===== src/dttf_pkg.sv =====
package dttf_pkg;

    // Result status codes
    typedef enum logic [2:0] {
        ST_OK         = 3'd0,
        ST_EMPTY      = 3'd1,
        ST_INVALID    = 3'd2,
        ST_FRAC_LIMIT = 3'd3,
        ST_OVERFLOW   = 3'd4
    } status_t;

    // Field widths
    localparam int CHAR_W   = 8;
    localparam int FD_W     = 5;
    localparam int VALUE_W  = 64;
    localparam int STEP_W   = 6;
    localparam int PROD_W   = VALUE_W + 4;
    localparam int M_DATA_W = 72;

    // Command queue depth
    localparam int Q_DEPTH  = 4;
    localparam int Q_PTR_W  = $clog2(Q_DEPTH);
    localparam int Q_CNT_W  = $clog2(Q_DEPTH + 1);

    // Characters
    localparam logic [CHAR_W-1:0] CH_ZERO  = 8'h30;
    localparam logic [CHAR_W-1:0] CH_NINE  = 8'h39;
    localparam logic [CHAR_W-1:0] CH_POINT = 8'h2E;
    localparam logic [CHAR_W-1:0] CH_MINUS = 8'h2D;
    localparam logic [CHAR_W-1:0] CH_PLUS  = 8'h2B;
    localparam logic [CHAR_W-1:0] CH_SPACE = 8'h20;
    localparam logic [CHAR_W-1:0] CH_TAB   = 8'h09;
    localparam logic [CHAR_W-1:0] CH_CR    = 8'h0D;

    // Largest magnitude that still fits (as a negative value): 2^63
    localparam logic [PROD_W-1:0] MAG_LIMIT = 68'h0_8000_0000_0000_0000;

    localparam logic [FD_W-1:0] FD_RESET = 5'd1;
    localparam logic [FD_W-1:0] PZ_MAX   = 5'd31;

    // Command for the back end: pre_zeros times x10, then x10+digit,
    // then post_zeros times x10; on last, emit a result.
    typedef struct packed {
        logic [FD_W-1:0] pre_zeros;
        logic            has_digit;
        logic [3:0]      digit;
        logic [FD_W-1:0] post_zeros;
        logic            last;
        status_t         early_status;
        logic            negative;
    } cmd_t;

endpackage


===== src/dttf_front.sv =====
module dttf_front (
    input  logic                         aclk,
    input  logic                         aresetn,
    input  logic                         s_tvalid,
    output logic                         s_tready,
    input  logic [dttf_pkg::CHAR_W-1:0]  s_tdata,
    input  logic                         s_tlast,
    input  logic                         cfg_we,
    input  logic [dttf_pkg::FD_W-1:0]    cfg_wdata,
    input  logic                         q_full,
    output logic                         q_push,
    output dttf_pkg::cmd_t               q_cmd
);

    typedef enum logic [6:0] {
        PH_LEAD  = 7'b0000001,
        PH_SIGN  = 7'b0000010,
        PH_INT   = 7'b0000100,
        PH_POINT = 7'b0001000,
        PH_FRAC  = 7'b0010000,
        PH_TRAIL = 7'b0100000,
        PH_ERR   = 7'b1000000
    } phase_t;

    phase_t                       phase_reg, phase_next;
    logic                         neg_reg, neg_next;
    logic [dttf_pkg::FD_W-1:0]    fc_reg, fc_next;
    logic [dttf_pkg::FD_W-1:0]    pz_reg, pz_next;
    dttf_pkg::status_t            err_reg, err_next;
    logic [dttf_pkg::FD_W-1:0]    fd_reg;

    logic                         accept;
    logic                         is_dig, is_ws;
    logic [3:0]                   dval;
    logic                         emit_dig;
    logic [dttf_pkg::FD_W-1:0]    pre;
    logic [dttf_pkg::FD_W:0]      frac_need;
    logic                         frac_ok;
    dttf_pkg::status_t            early;
    logic [dttf_pkg::FD_W-1:0]    post;

    assign s_tready = !q_full;
    assign accept   = s_tvalid && s_tready;

    // Character classes
    assign is_dig = (s_tdata >= dttf_pkg::CH_ZERO) && (s_tdata <= dttf_pkg::CH_NINE);
    assign is_ws  = (s_tdata == dttf_pkg::CH_SPACE) ||
                    ((s_tdata >= dttf_pkg::CH_TAB) && (s_tdata <= dttf_pkg::CH_CR));
    assign dval   = s_tdata[3:0];

    // Fraction digit limit: count + pending zeros + this digit
    assign frac_need = {1'b0, fc_reg} + {1'b0, pz_reg} + {{dttf_pkg::FD_W{1'b0}}, 1'b1};
    assign frac_ok   = frac_need <= {1'b0, fd_reg};

    // Parse step
    always_comb begin
        phase_next = phase_reg;
        neg_next   = neg_reg;
        fc_next    = fc_reg;
        pz_next    = pz_reg;
        err_next   = err_reg;
        emit_dig   = 1'b0;
        pre        = '0;
        unique case (phase_reg)
            PH_LEAD: begin
                if (is_dig) begin
                    emit_dig   = 1'b1;
                    phase_next = PH_INT;
                end else if (s_tdata == dttf_pkg::CH_MINUS) begin
                    neg_next   = 1'b1;
                    phase_next = PH_SIGN;
                end else if (s_tdata == dttf_pkg::CH_PLUS) begin
                    phase_next = PH_SIGN;
                end else if (!is_ws) begin
                    phase_next = PH_ERR;
                    err_next   = dttf_pkg::ST_INVALID;
                end
            end
            PH_SIGN: begin
                if (is_dig) begin
                    emit_dig   = 1'b1;
                    phase_next = PH_INT;
                end else begin
                    phase_next = PH_ERR;
                    err_next   = dttf_pkg::ST_INVALID;
                end
            end
            PH_INT: begin
                if (is_dig) begin
                    emit_dig = 1'b1;
                end else if (s_tdata == dttf_pkg::CH_POINT) begin
                    phase_next = PH_POINT;
                end else if (is_ws) begin
                    phase_next = PH_TRAIL;
                end else begin
                    phase_next = PH_ERR;
                    err_next   = dttf_pkg::ST_INVALID;
                end
            end
            PH_POINT, PH_FRAC: begin
                if (is_dig) begin
                    phase_next = PH_FRAC;
                    if (dval == 4'd0) begin
                        pz_next = (pz_reg == dttf_pkg::PZ_MAX) ? pz_reg : pz_reg + 5'd1;
                    end else if (!frac_ok) begin
                        phase_next = PH_ERR;
                        err_next   = dttf_pkg::ST_FRAC_LIMIT;
                    end else begin
                        emit_dig = 1'b1;
                        pre      = pz_reg;
                        fc_next  = frac_need[dttf_pkg::FD_W-1:0];
                        pz_next  = '0;
                    end
                end else if (is_ws && (phase_reg == PH_FRAC)) begin
                    phase_next = PH_TRAIL;
                end else begin
                    phase_next = PH_ERR;
                    err_next   = dttf_pkg::ST_INVALID;
                end
            end
            PH_TRAIL: begin
                if (!is_ws) begin
                    phase_next = PH_ERR;
                    err_next   = dttf_pkg::ST_INVALID;
                end
            end
            PH_ERR: begin
            end
            default: begin
                phase_next = PH_ERR;
                err_next   = dttf_pkg::ST_INVALID;
            end
        endcase
    end

    // Outcome known at the last character, before any arithmetic
    always_comb begin
        priority if (phase_next == PH_LEAD) begin
            early = dttf_pkg::ST_EMPTY;
        end else if (err_next != dttf_pkg::ST_OK) begin
            early = err_next;
        end else if ((phase_next == PH_SIGN) || (phase_next == PH_POINT)) begin
            early = dttf_pkg::ST_INVALID;
        end else begin
            early = dttf_pkg::ST_OK;
        end
        post = (fd_reg > fc_next) ? fd_reg - fc_next : '0;
    end

    // Command to the back end
    always_comb begin
        q_cmd.last         = s_tlast;
        q_cmd.negative     = neg_next;
        q_cmd.digit        = dval;
        q_cmd.early_status = s_tlast ? early : dttf_pkg::ST_OK;
        if (s_tlast && (early != dttf_pkg::ST_OK)) begin
            q_cmd.pre_zeros  = '0;
            q_cmd.has_digit  = 1'b0;
            q_cmd.post_zeros = '0;
        end else begin
            q_cmd.pre_zeros  = pre;
            q_cmd.has_digit  = emit_dig;
            q_cmd.post_zeros = s_tlast ? post : '0;
        end
    end
    assign q_push = accept && (emit_dig || s_tlast);

    // Parse state; cleared after each last character
    always_ff @(posedge aclk) begin
        if (!aresetn) begin
            phase_reg <= PH_LEAD;
            neg_reg   <= 1'b0;
            fc_reg    <= '0;
            pz_reg    <= '0;
            err_reg   <= dttf_pkg::ST_OK;
        end else if (accept) begin
            if (s_tlast) begin
                phase_reg <= PH_LEAD;
                neg_reg   <= 1'b0;
                fc_reg    <= '0;
                pz_reg    <= '0;
                err_reg   <= dttf_pkg::ST_OK;
            end else begin
                phase_reg <= phase_next;
                neg_reg   <= neg_next;
                fc_reg    <= fc_next;
                pz_reg    <= pz_next;
                err_reg   <= err_next;
            end
        end
    end

    // Scale register: fraction digits of the result
    always_ff @(posedge aclk) begin
        if (!aresetn) begin
            fd_reg <= dttf_pkg::FD_RESET;
        end else if (cfg_we) begin
            fd_reg <= cfg_wdata;
        end
    end

    a_err_only_in_err_phase: assert property (@(posedge aclk) disable iff (!aresetn)
        (phase_reg != PH_ERR) |-> (err_reg == dttf_pkg::ST_OK))
        else $error("error code set outside error phase");

    a_push_not_full: assert property (@(posedge aclk) disable iff (!aresetn)
        q_push |-> !q_full)
        else $error("command pushed into full queue");

endmodule


===== src/dttf_queue.sv =====
module dttf_queue (
    input  logic              aclk,
    input  logic              aresetn,
    input  logic              push,
    input  dttf_pkg::cmd_t    push_cmd,
    output logic              full,
    input  logic              pop,
    output logic              head_valid,
    output dttf_pkg::cmd_t    head_cmd
);

    dttf_pkg::cmd_t                   entry_reg [dttf_pkg::Q_DEPTH];
    logic [dttf_pkg::Q_PTR_W-1:0]     wr_ptr_reg;
    logic [dttf_pkg::Q_PTR_W-1:0]     rd_ptr_reg;
    logic [dttf_pkg::Q_CNT_W-1:0]     count_reg;
    logic                             do_push, do_pop;

    assign full       = (count_reg == dttf_pkg::Q_CNT_W'(dttf_pkg::Q_DEPTH));
    assign head_valid = (count_reg != '0);
    assign head_cmd   = entry_reg[rd_ptr_reg];
    assign do_push    = push && !full;
    assign do_pop     = pop && head_valid;

    // Entry storage
    always_ff @(posedge aclk) begin
        if (do_push) begin
            entry_reg[wr_ptr_reg] <= push_cmd;
        end
    end

    // Pointers and fill count
    always_ff @(posedge aclk) begin
        if (!aresetn) begin
            wr_ptr_reg <= '0;
            rd_ptr_reg <= '0;
            count_reg  <= '0;
        end else begin
            if (do_push) begin
                wr_ptr_reg <= wr_ptr_reg + 1'b1;
            end
            if (do_pop) begin
                rd_ptr_reg <= rd_ptr_reg + 1'b1;
            end
            unique case ({do_push, do_pop})
                2'b10:   count_reg <= count_reg + 1'b1;
                2'b01:   count_reg <= count_reg - 1'b1;
                default: count_reg <= count_reg;
            endcase
        end
    end

    a_pop_has_entry: assert property (@(posedge aclk) disable iff (!aresetn)
        pop |-> head_valid)
        else $error("pop from empty queue");

endmodule


===== src/dttf_back.sv =====
module dttf_back (
    input  logic                          aclk,
    input  logic                          aresetn,
    input  logic                          head_valid,
    input  dttf_pkg::cmd_t                head_cmd,
    output logic                          pop,
    output logic                          m_tvalid,
    input  logic                          m_tready,
    output logic [dttf_pkg::M_DATA_W-1:0] m_tdata
);

    logic [dttf_pkg::VALUE_W-1:0]  mag_reg, mag_next;
    logic                          ovf_reg, ovf_next;
    logic [dttf_pkg::STEP_W-1:0]   step_reg;
    logic                          m_valid_reg;
    logic [dttf_pkg::VALUE_W-1:0]  m_value_reg;
    dttf_pkg::status_t             m_status_reg;

    logic [dttf_pkg::STEP_W-1:0]   n_steps;
    logic                          out_free, go, has_op, done;
    logic [3:0]                    d_step;
    logic [dttf_pkg::PROD_W-1:0]   prod;
    dttf_pkg::status_t             fin_status;
    logic [dttf_pkg::VALUE_W-1:0]  fin_value;

    // Steps for the head command
    assign n_steps = dttf_pkg::STEP_W'(head_cmd.pre_zeros)
                   + dttf_pkg::STEP_W'(head_cmd.has_digit)
                   + dttf_pkg::STEP_W'(head_cmd.post_zeros);

    assign out_free = !m_valid_reg || m_tready;
    assign go       = head_valid && (!head_cmd.last || out_free);
    assign has_op   = (step_reg < n_steps) && !ovf_reg;

    // Digit enters right after the pending zeros
    assign d_step = (head_cmd.has_digit &&
                     (step_reg == dttf_pkg::STEP_W'(head_cmd.pre_zeros)))
                    ? head_cmd.digit : 4'd0;

    // magnitude * 10 + d as shift-add
    assign prod = {1'b0, mag_reg, 3'b000} + {3'b000, mag_reg, 1'b0}
                + {{dttf_pkg::VALUE_W{1'b0}}, d_step};

    always_comb begin
        mag_next = mag_reg;
        ovf_next = ovf_reg;
        if (go && has_op) begin
            if (prod > dttf_pkg::MAG_LIMIT) begin
                ovf_next = 1'b1;
            end else begin
                mag_next = prod[dttf_pkg::VALUE_W-1:0];
            end
        end
    end

    // Overflow makes the remaining steps no-ops
    assign done = ({1'b0, step_reg} + 1'b1 >= {1'b0, n_steps}) || ovf_next;
    assign pop  = go && done;

    // Final status and signed value
    always_comb begin
        priority if (head_cmd.early_status != dttf_pkg::ST_OK) begin
            fin_status = head_cmd.early_status;
        end else if (ovf_next || (!head_cmd.negative && mag_next[dttf_pkg::VALUE_W-1])) begin
            fin_status = dttf_pkg::ST_OVERFLOW;
        end else begin
            fin_status = dttf_pkg::ST_OK;
        end
        if (fin_status != dttf_pkg::ST_OK) begin
            fin_value = '0;
        end else if (head_cmd.negative) begin
            fin_value = ~mag_next + 1'b1;
        end else begin
            fin_value = mag_next;
        end
    end

    // Accumulator and step counter
    always_ff @(posedge aclk) begin
        if (!aresetn) begin
            mag_reg  <= '0;
            ovf_reg  <= 1'b0;
            step_reg <= '0;
        end else if (go) begin
            if (pop) begin
                step_reg <= '0;
            end else begin
                step_reg <= step_reg + 1'b1;
            end
            if (pop && head_cmd.last) begin
                mag_reg <= '0;
                ovf_reg <= 1'b0;
            end else begin
                mag_reg <= mag_next;
                ovf_reg <= ovf_next;
            end
        end
    end

    // Output register
    always_ff @(posedge aclk) begin
        if (!aresetn) begin
            m_valid_reg <= 1'b0;
        end else if (pop && head_cmd.last) begin
            m_valid_reg <= 1'b1;
        end else if (m_tready) begin
            m_valid_reg <= 1'b0;
        end
    end

    always_ff @(posedge aclk) begin
        if (pop && head_cmd.last) begin
            m_value_reg  <= fin_value;
            m_status_reg <= fin_status;
        end
    end

    assign m_tvalid = m_valid_reg;
    assign m_tdata  = {5'b00000, m_status_reg, m_value_reg};

    a_result_needs_room: assert property (@(posedge aclk) disable iff (!aresetn)
        (pop && head_cmd.last) |-> out_free)
        else $error("result loaded over an untaken result");

    a_mag_in_range: assert property (@(posedge aclk) disable iff (!aresetn)
        mag_reg[dttf_pkg::VALUE_W-1] |-> (mag_reg[dttf_pkg::VALUE_W-2:0] == '0))
        else $error("magnitude above 2^63");

    a_step_idle: assert property (@(posedge aclk) disable iff (!aresetn)
        !head_valid |-> (step_reg == '0))
        else $error("step counter running without a command");

endmodule


===== src/decimal_text_to_fixed_parser.sv =====
// Decimal text to fixed-point parser.
// Input stream (s_*): one ASCII character per request in s_tdata[7:0],
// s_tlast on the final character of the text. Output stream (m_*): one
// result per text, m_tdata[63:0] = value * 10^scale_digits (signed,
// zero on error), m_tdata[66:64] = status (0 ok, 1 empty, 2 invalid,
// 3 too many fraction digits, 4 overflow).
// scale_digits is written through cfg_we/cfg_wdata while idle: the user
// must see to this, the block does not enforce it. A front stage classifies
// each character in the cycle it is accepted and queues a command; the
// back stage runs one multiply-by-ten step per cycle while it has a
// command and, for a last-character command, room at the output register.
// Throughput: one character per cycle while the queue is not full. A
// nonzero fraction digit runs a back-end step for each held-back zero
// before it and one for itself; the last character adds the steps that
// scale the result to scale_digits places, fewer once overflow is seen.
// The 4-entry queue absorbs these so the input stalls only when it fills.
// Reset clears the parse state, queue and output and sets scale_digits
// to 1. When m_tready is low the result is held and the back stage waits on
// the next last-character command; the input keeps flowing until the queue
// is full.
module decimal_text_to_fixed_parser (
    input  logic                          aclk,
    input  logic                          aresetn,
    input  logic                          s_tvalid,
    output logic                          s_tready,
    input  logic [7:0]                    s_tdata,    // [7:0] text_char
    input  logic                          s_tlast,
    output logic                          m_tvalid,
    input  logic                          m_tready,
    output logic [71:0]                   m_tdata,    // [63:0] scaled_value, [66:64] status
    input  logic                          cfg_we,
    input  logic [4:0]                    cfg_wdata
);

    logic              q_push, q_full, q_pop, q_head_valid;
    dttf_pkg::cmd_t    q_cmd, q_head;

    dttf_front u_front (
        .aclk      (aclk),
        .aresetn   (aresetn),
        .s_tvalid  (s_tvalid),
        .s_tready  (s_tready),
        .s_tdata   (s_tdata),
        .s_tlast   (s_tlast),
        .cfg_we    (cfg_we),
        .cfg_wdata (cfg_wdata),
        .q_full    (q_full),
        .q_push    (q_push),
        .q_cmd     (q_cmd)
    );

    dttf_queue u_queue (
        .aclk       (aclk),
        .aresetn    (aresetn),
        .push       (q_push),
        .push_cmd   (q_cmd),
        .full       (q_full),
        .pop        (q_pop),
        .head_valid (q_head_valid),
        .head_cmd   (q_head)
    );

    dttf_back u_back (
        .aclk       (aclk),
        .aresetn    (aresetn),
        .head_valid (q_head_valid),
        .head_cmd   (q_head),
        .pop        (q_pop),
        .m_tvalid   (m_tvalid),
        .m_tready   (m_tready),
        .m_tdata    (m_tdata)
    );

endmodule


===== config.mk =====
export PLATFORM = sky130hd
export DESIGN_NAME = decimal_text_to_fixed_parser
export DESIGN_NICKNAME = d
export VERILOG_FILES = /design/src/dttf_pkg.sv /design/src/dttf_front.sv /design/src/dttf_queue.sv /design/src/dttf_back.sv /design/src/decimal_text_to_fixed_parser.sv
export SDC_FILE = /design/constraint.sdc
export NUM_CORES = 1
export LEC_CHECK = 0
export BUFFER_PORTS_ARGS = -buffer_cell sky130_fd_sc_hd__buf_2
export CORE_MARGIN = 2
export CORE_UTILIZATION = 50
export CTS_CLUSTER_DIAMETER = 80
export DETAILED_ROUTE_END_ITERATION = 7
export PLACE_DENSITY = 0.69
export SLEW_MARGIN = 20
export SYNTH_ARGS = -nofsm -noshare
export SYNTH_HDL_FRONTEND = slang
export SYNTH_SLANG_ARGS = --single-unit
export TNS_END_PERCENT = 5

===== constraint.sdc =====
create_clock -name aclk -period 10.6 [get_ports aclk]
set_input_delay 1.06 -clock aclk [delete_from_list [all_inputs] [get_ports aclk]]
set_output_delay 1.06 -clock aclk [all_outputs]
set_load 0.02 [all_outputs]

==> reports/metrics.csv <==
stage,metric,value,unit
outcome,status,"complete, no violations",
yosys,syn_area_per_cell,8.71,sq um
global_routing,vias in the first global route,18400,
power,VDD IR max,0.118,mV
layout,number of flip-flops in the largest register,80,
setup_path,CP required,11.00,ns
global_routing,initial antenna violation count,0,
routing,vias per cell,6.54,
setup_path,r2r endpoint,u_back.m_value_reg[54],
min_path,Hold Path Depth,1,
die,core area,41000,sq um
routing,drt first pass iters,6,
power,PD cells,114,nW/um^2
timing,final setup fails,0,
global_routing,GRT Util Overall,32.4,%
layout,FF/Latch Area,6560,sq um
timing,period utilisation layout,93.7,%
place,# port buffers,87,
timing,max_slew headroom,28.5,%
die,Starting Density,51.0,%
yosys,YS warnings,0,
timing,setup TNS,0,ns
routing,Final ANT Viol Nets,0,
layout,post-route insts no fill,2970,
clocking,CTS Hold Bufs,0,
yosys,largest area contributor in the netlist,edfxtp_1,
yosys,Post-Syn Instances,2400,
setup_path,startpoint types,flip-flop,
min_path,hold endpoint,u_front.err_reg[2],
die,I/O Pins,93,
die,die height,209,um
clocking,"Clk pin slew, worst setup/hold paths",0.07,ns
routing,Routed WL,71.9,mm
layout,area grow syn2layout,8.05,%
layout,share of layout cells above drive strength 1,10.5,%
setup_path,WP data arrival,10.33,ns
setup_path,"setup slack, reg-to-reg",0.66,ns
yosys,"EDFF count, synth",147,
yosys,library cells used by synthesis,105,
global_routing,first-pass GRT wire length,110,mm
die,die area,43500,sq um
layout,ant diodes,0,
timing,fin crit period,9.94,ns
global_routing,largest net degree at the start of global routing,80,
yosys,ranking of synthesized cells by area,"edfxtp_1, dfxtp_1, ha_1, nor2_1, a21oi_1",
timing,skew final,0.0224,ns
clocking,worst-skew pair later-pin latency,0.56,ns
yosys,Syn Std Cell Area,20900,sq um
clocking,post_cts resized,0,
clocking,post-CTS setup buffer count,0,
die,row cnt,74,
power,leakage,9.00,nW
timing,RSZ-0062 raised after global routing,false,
setup_path,crit-path max FO,10,
layout,FILL cells,3818,
timing,"Hold Vio Cnt, Final",0,
place,Post-DP HPWL,55.0,mm
routing,vias,19400,
yosys,ys flop type,edfxtp_1,
place,Placed Instances,2922,
layout,final core utilization,55.1,%
timing,"Slew Viols, Final",0,
routing,DRC,0,
setup_path,"delay-heaviest family, CP",simple AND/OR/NAND/NOR gates,
setup_path,R2R cell count,30,
min_path,HP Class,flip-flop to flip-flop,
timing,Hold WS,0.500,ns
routing,Starting DRT DRC Count,2110,
timing,Max Freq,0.101,GHz
setup_path,Critical-path top delay cell,or4_4,
timing,slew at the pin closest to its max-slew limit,1.07,ns
setup_path,CP Class,flip-flop to flip-flop,
layout,nets,2611,
clocking,total CTS buffers,26,
setup_path,"slowest stage delay, CP",0.63,ns
yosys,top-count cell post-synth,nor2_1,
yosys,Post-synth ARST share,0,%
clocking,Clock Sinks,254,
clocking,clk buf depth,3,
yosys,Synth Register Bits,254,
place,RePlAce Congestion,1.00,
setup_path,Setup crit end kind,flip-flop,
layout,Multi-input gate area,13600,sq um
clocking,CTS tree,built,
yosys,Synth top area share,21.1,%
clocking,Root Buffer,clkbuf_16,
min_path,Worst Hold Launch,u_front.err_reg[2],
die,Die Width,209,um
yosys,sequential-to-total area share from yosys stat,31.4,%
setup_path,CP bufs+invs,1,
clocking,htree depth,1,
global_routing,grt ovf,0,
yosys,synth cell count leaders,"nor2_1, nand2_1, a21oi_1",
flow_run,Max Cap Viol,0,
routing,wire per inst,24.2,um
-- per-layer routing --
metal / part of all wire (%) / up-vias / global-route usage, %
met1: 44 / 9416 / 45.2
li1: - / 8947 / -
met2: 45 / 908 / 52.1
met4: 3.7 / 0 / 10.9
met5: 0 / - / 0
met3: 7.0 / 166 / 4.06
-- kinds of logic (layout without fill, tap and decap cells) --
logic type,Yosys count,in the layout,synth area share [%]
AOI/OAI and AO/OA,581,581,18.3
xor gates and xnor gates,124,124,5.23
adders and majority gates,174,174,10.7
buffers and inverters,182,216,3.86
DFF,254,254,31.4
muxes,123,123,7.16
other,1,5,0.0179
and+or+nand+nor,961,961,23.5
-- power breakdown --
| part | internal, mW | switching (mW) | leakage, nW |
|---|---|---|---|
| registers | 1.09 | 0.0191 | 2.24 |
| clock network | 0.590 | 0.400 | 0.430 |
| logic | 0.154 | 0.325 | 6.33 |
-- cells in the final DEF, fill, tap and decap left out, types with 9 or more instances in the layout --
cell type,instances
a211oi_1,24
a21boi_0,9
a21o_1,32
a21oi_1,174
a22oi_1,37
a31oi_1,19
and2_1,40
and3_1,14
buf_2,87
buf_4,26
clkbuf_16,27
dfxtp_1,106
edfxtp_1,147
ha_1,167
inv_1,54
mux2_2,19
mux2i_1,84
mux4_2,19
nand2_1,183
nand2b_1,22
nand3_1,43
nand3b_1,12
nand4_1,58
nor2_1,281
nor2b_1,67
nor3_1,88
nor3b_1,10
nor4_1,34
o211ai_1,14
o21a_1,23
o21ai_0,102
o21ai_1,28
o21bai_1,9
o31ai_1,13
or2_2,13
or3_1,24
or4_1,22
xnor2_1,68
xor2_1,55
-- area by class of cell --
| class | count | area share [%] |
|---|---|---|
| multi-input combinational | 1968 | 60.2 |
| clock inverter | 15 | 0.952 |
| clock buffer | 33 | 3.09 |
| timing repair buffer | 114 | 2.88 |
| inverter | 54 | 0.897 |
| tap | 532 | 2.95 |
| sequential | 254 | 29.0 |
-- per-stage QoR --
| stage | power (mW) | setup slack [ns] | area [sq um] |
|---|---|---|---|
| floorplan | 1.46 | 1.88 | 20900 |
| global placement | 1.60 | 0.855 | 21700 |
| detailed placement | 1.60 | 0.627 | 21700 |
| CTS | 2.58 | 0.583 | 22600 |
| global route | 2.67 | 0.188 | 22600 |
| finish | 2.58 | 0.663 | 22600 |
-- worst max-delay path by stage --
stage | startpoint | endpoint | slack (ns) | cells after the start
2_1_floorplan | flip-flop | u_back.m_status_reg[0] | 1.88 | 21
3_3_place_gp | flip-flop | u_back.m_value_reg[54] | 0.86 | 30
3_5_place_dp | flip-flop | u_back.m_value_reg[54] | 0.63 | 30
4_1_cts | flip-flop | u_back.m_value_reg[54] | 0.58 | 30
5_1_grt | flip-flop | u_back.m_value_reg[54] | 0.19 | 30
6_report | flip-flop | u_back.m_value_reg[54] | 0.66 | 30
Power figures use the tool's default switching activity.
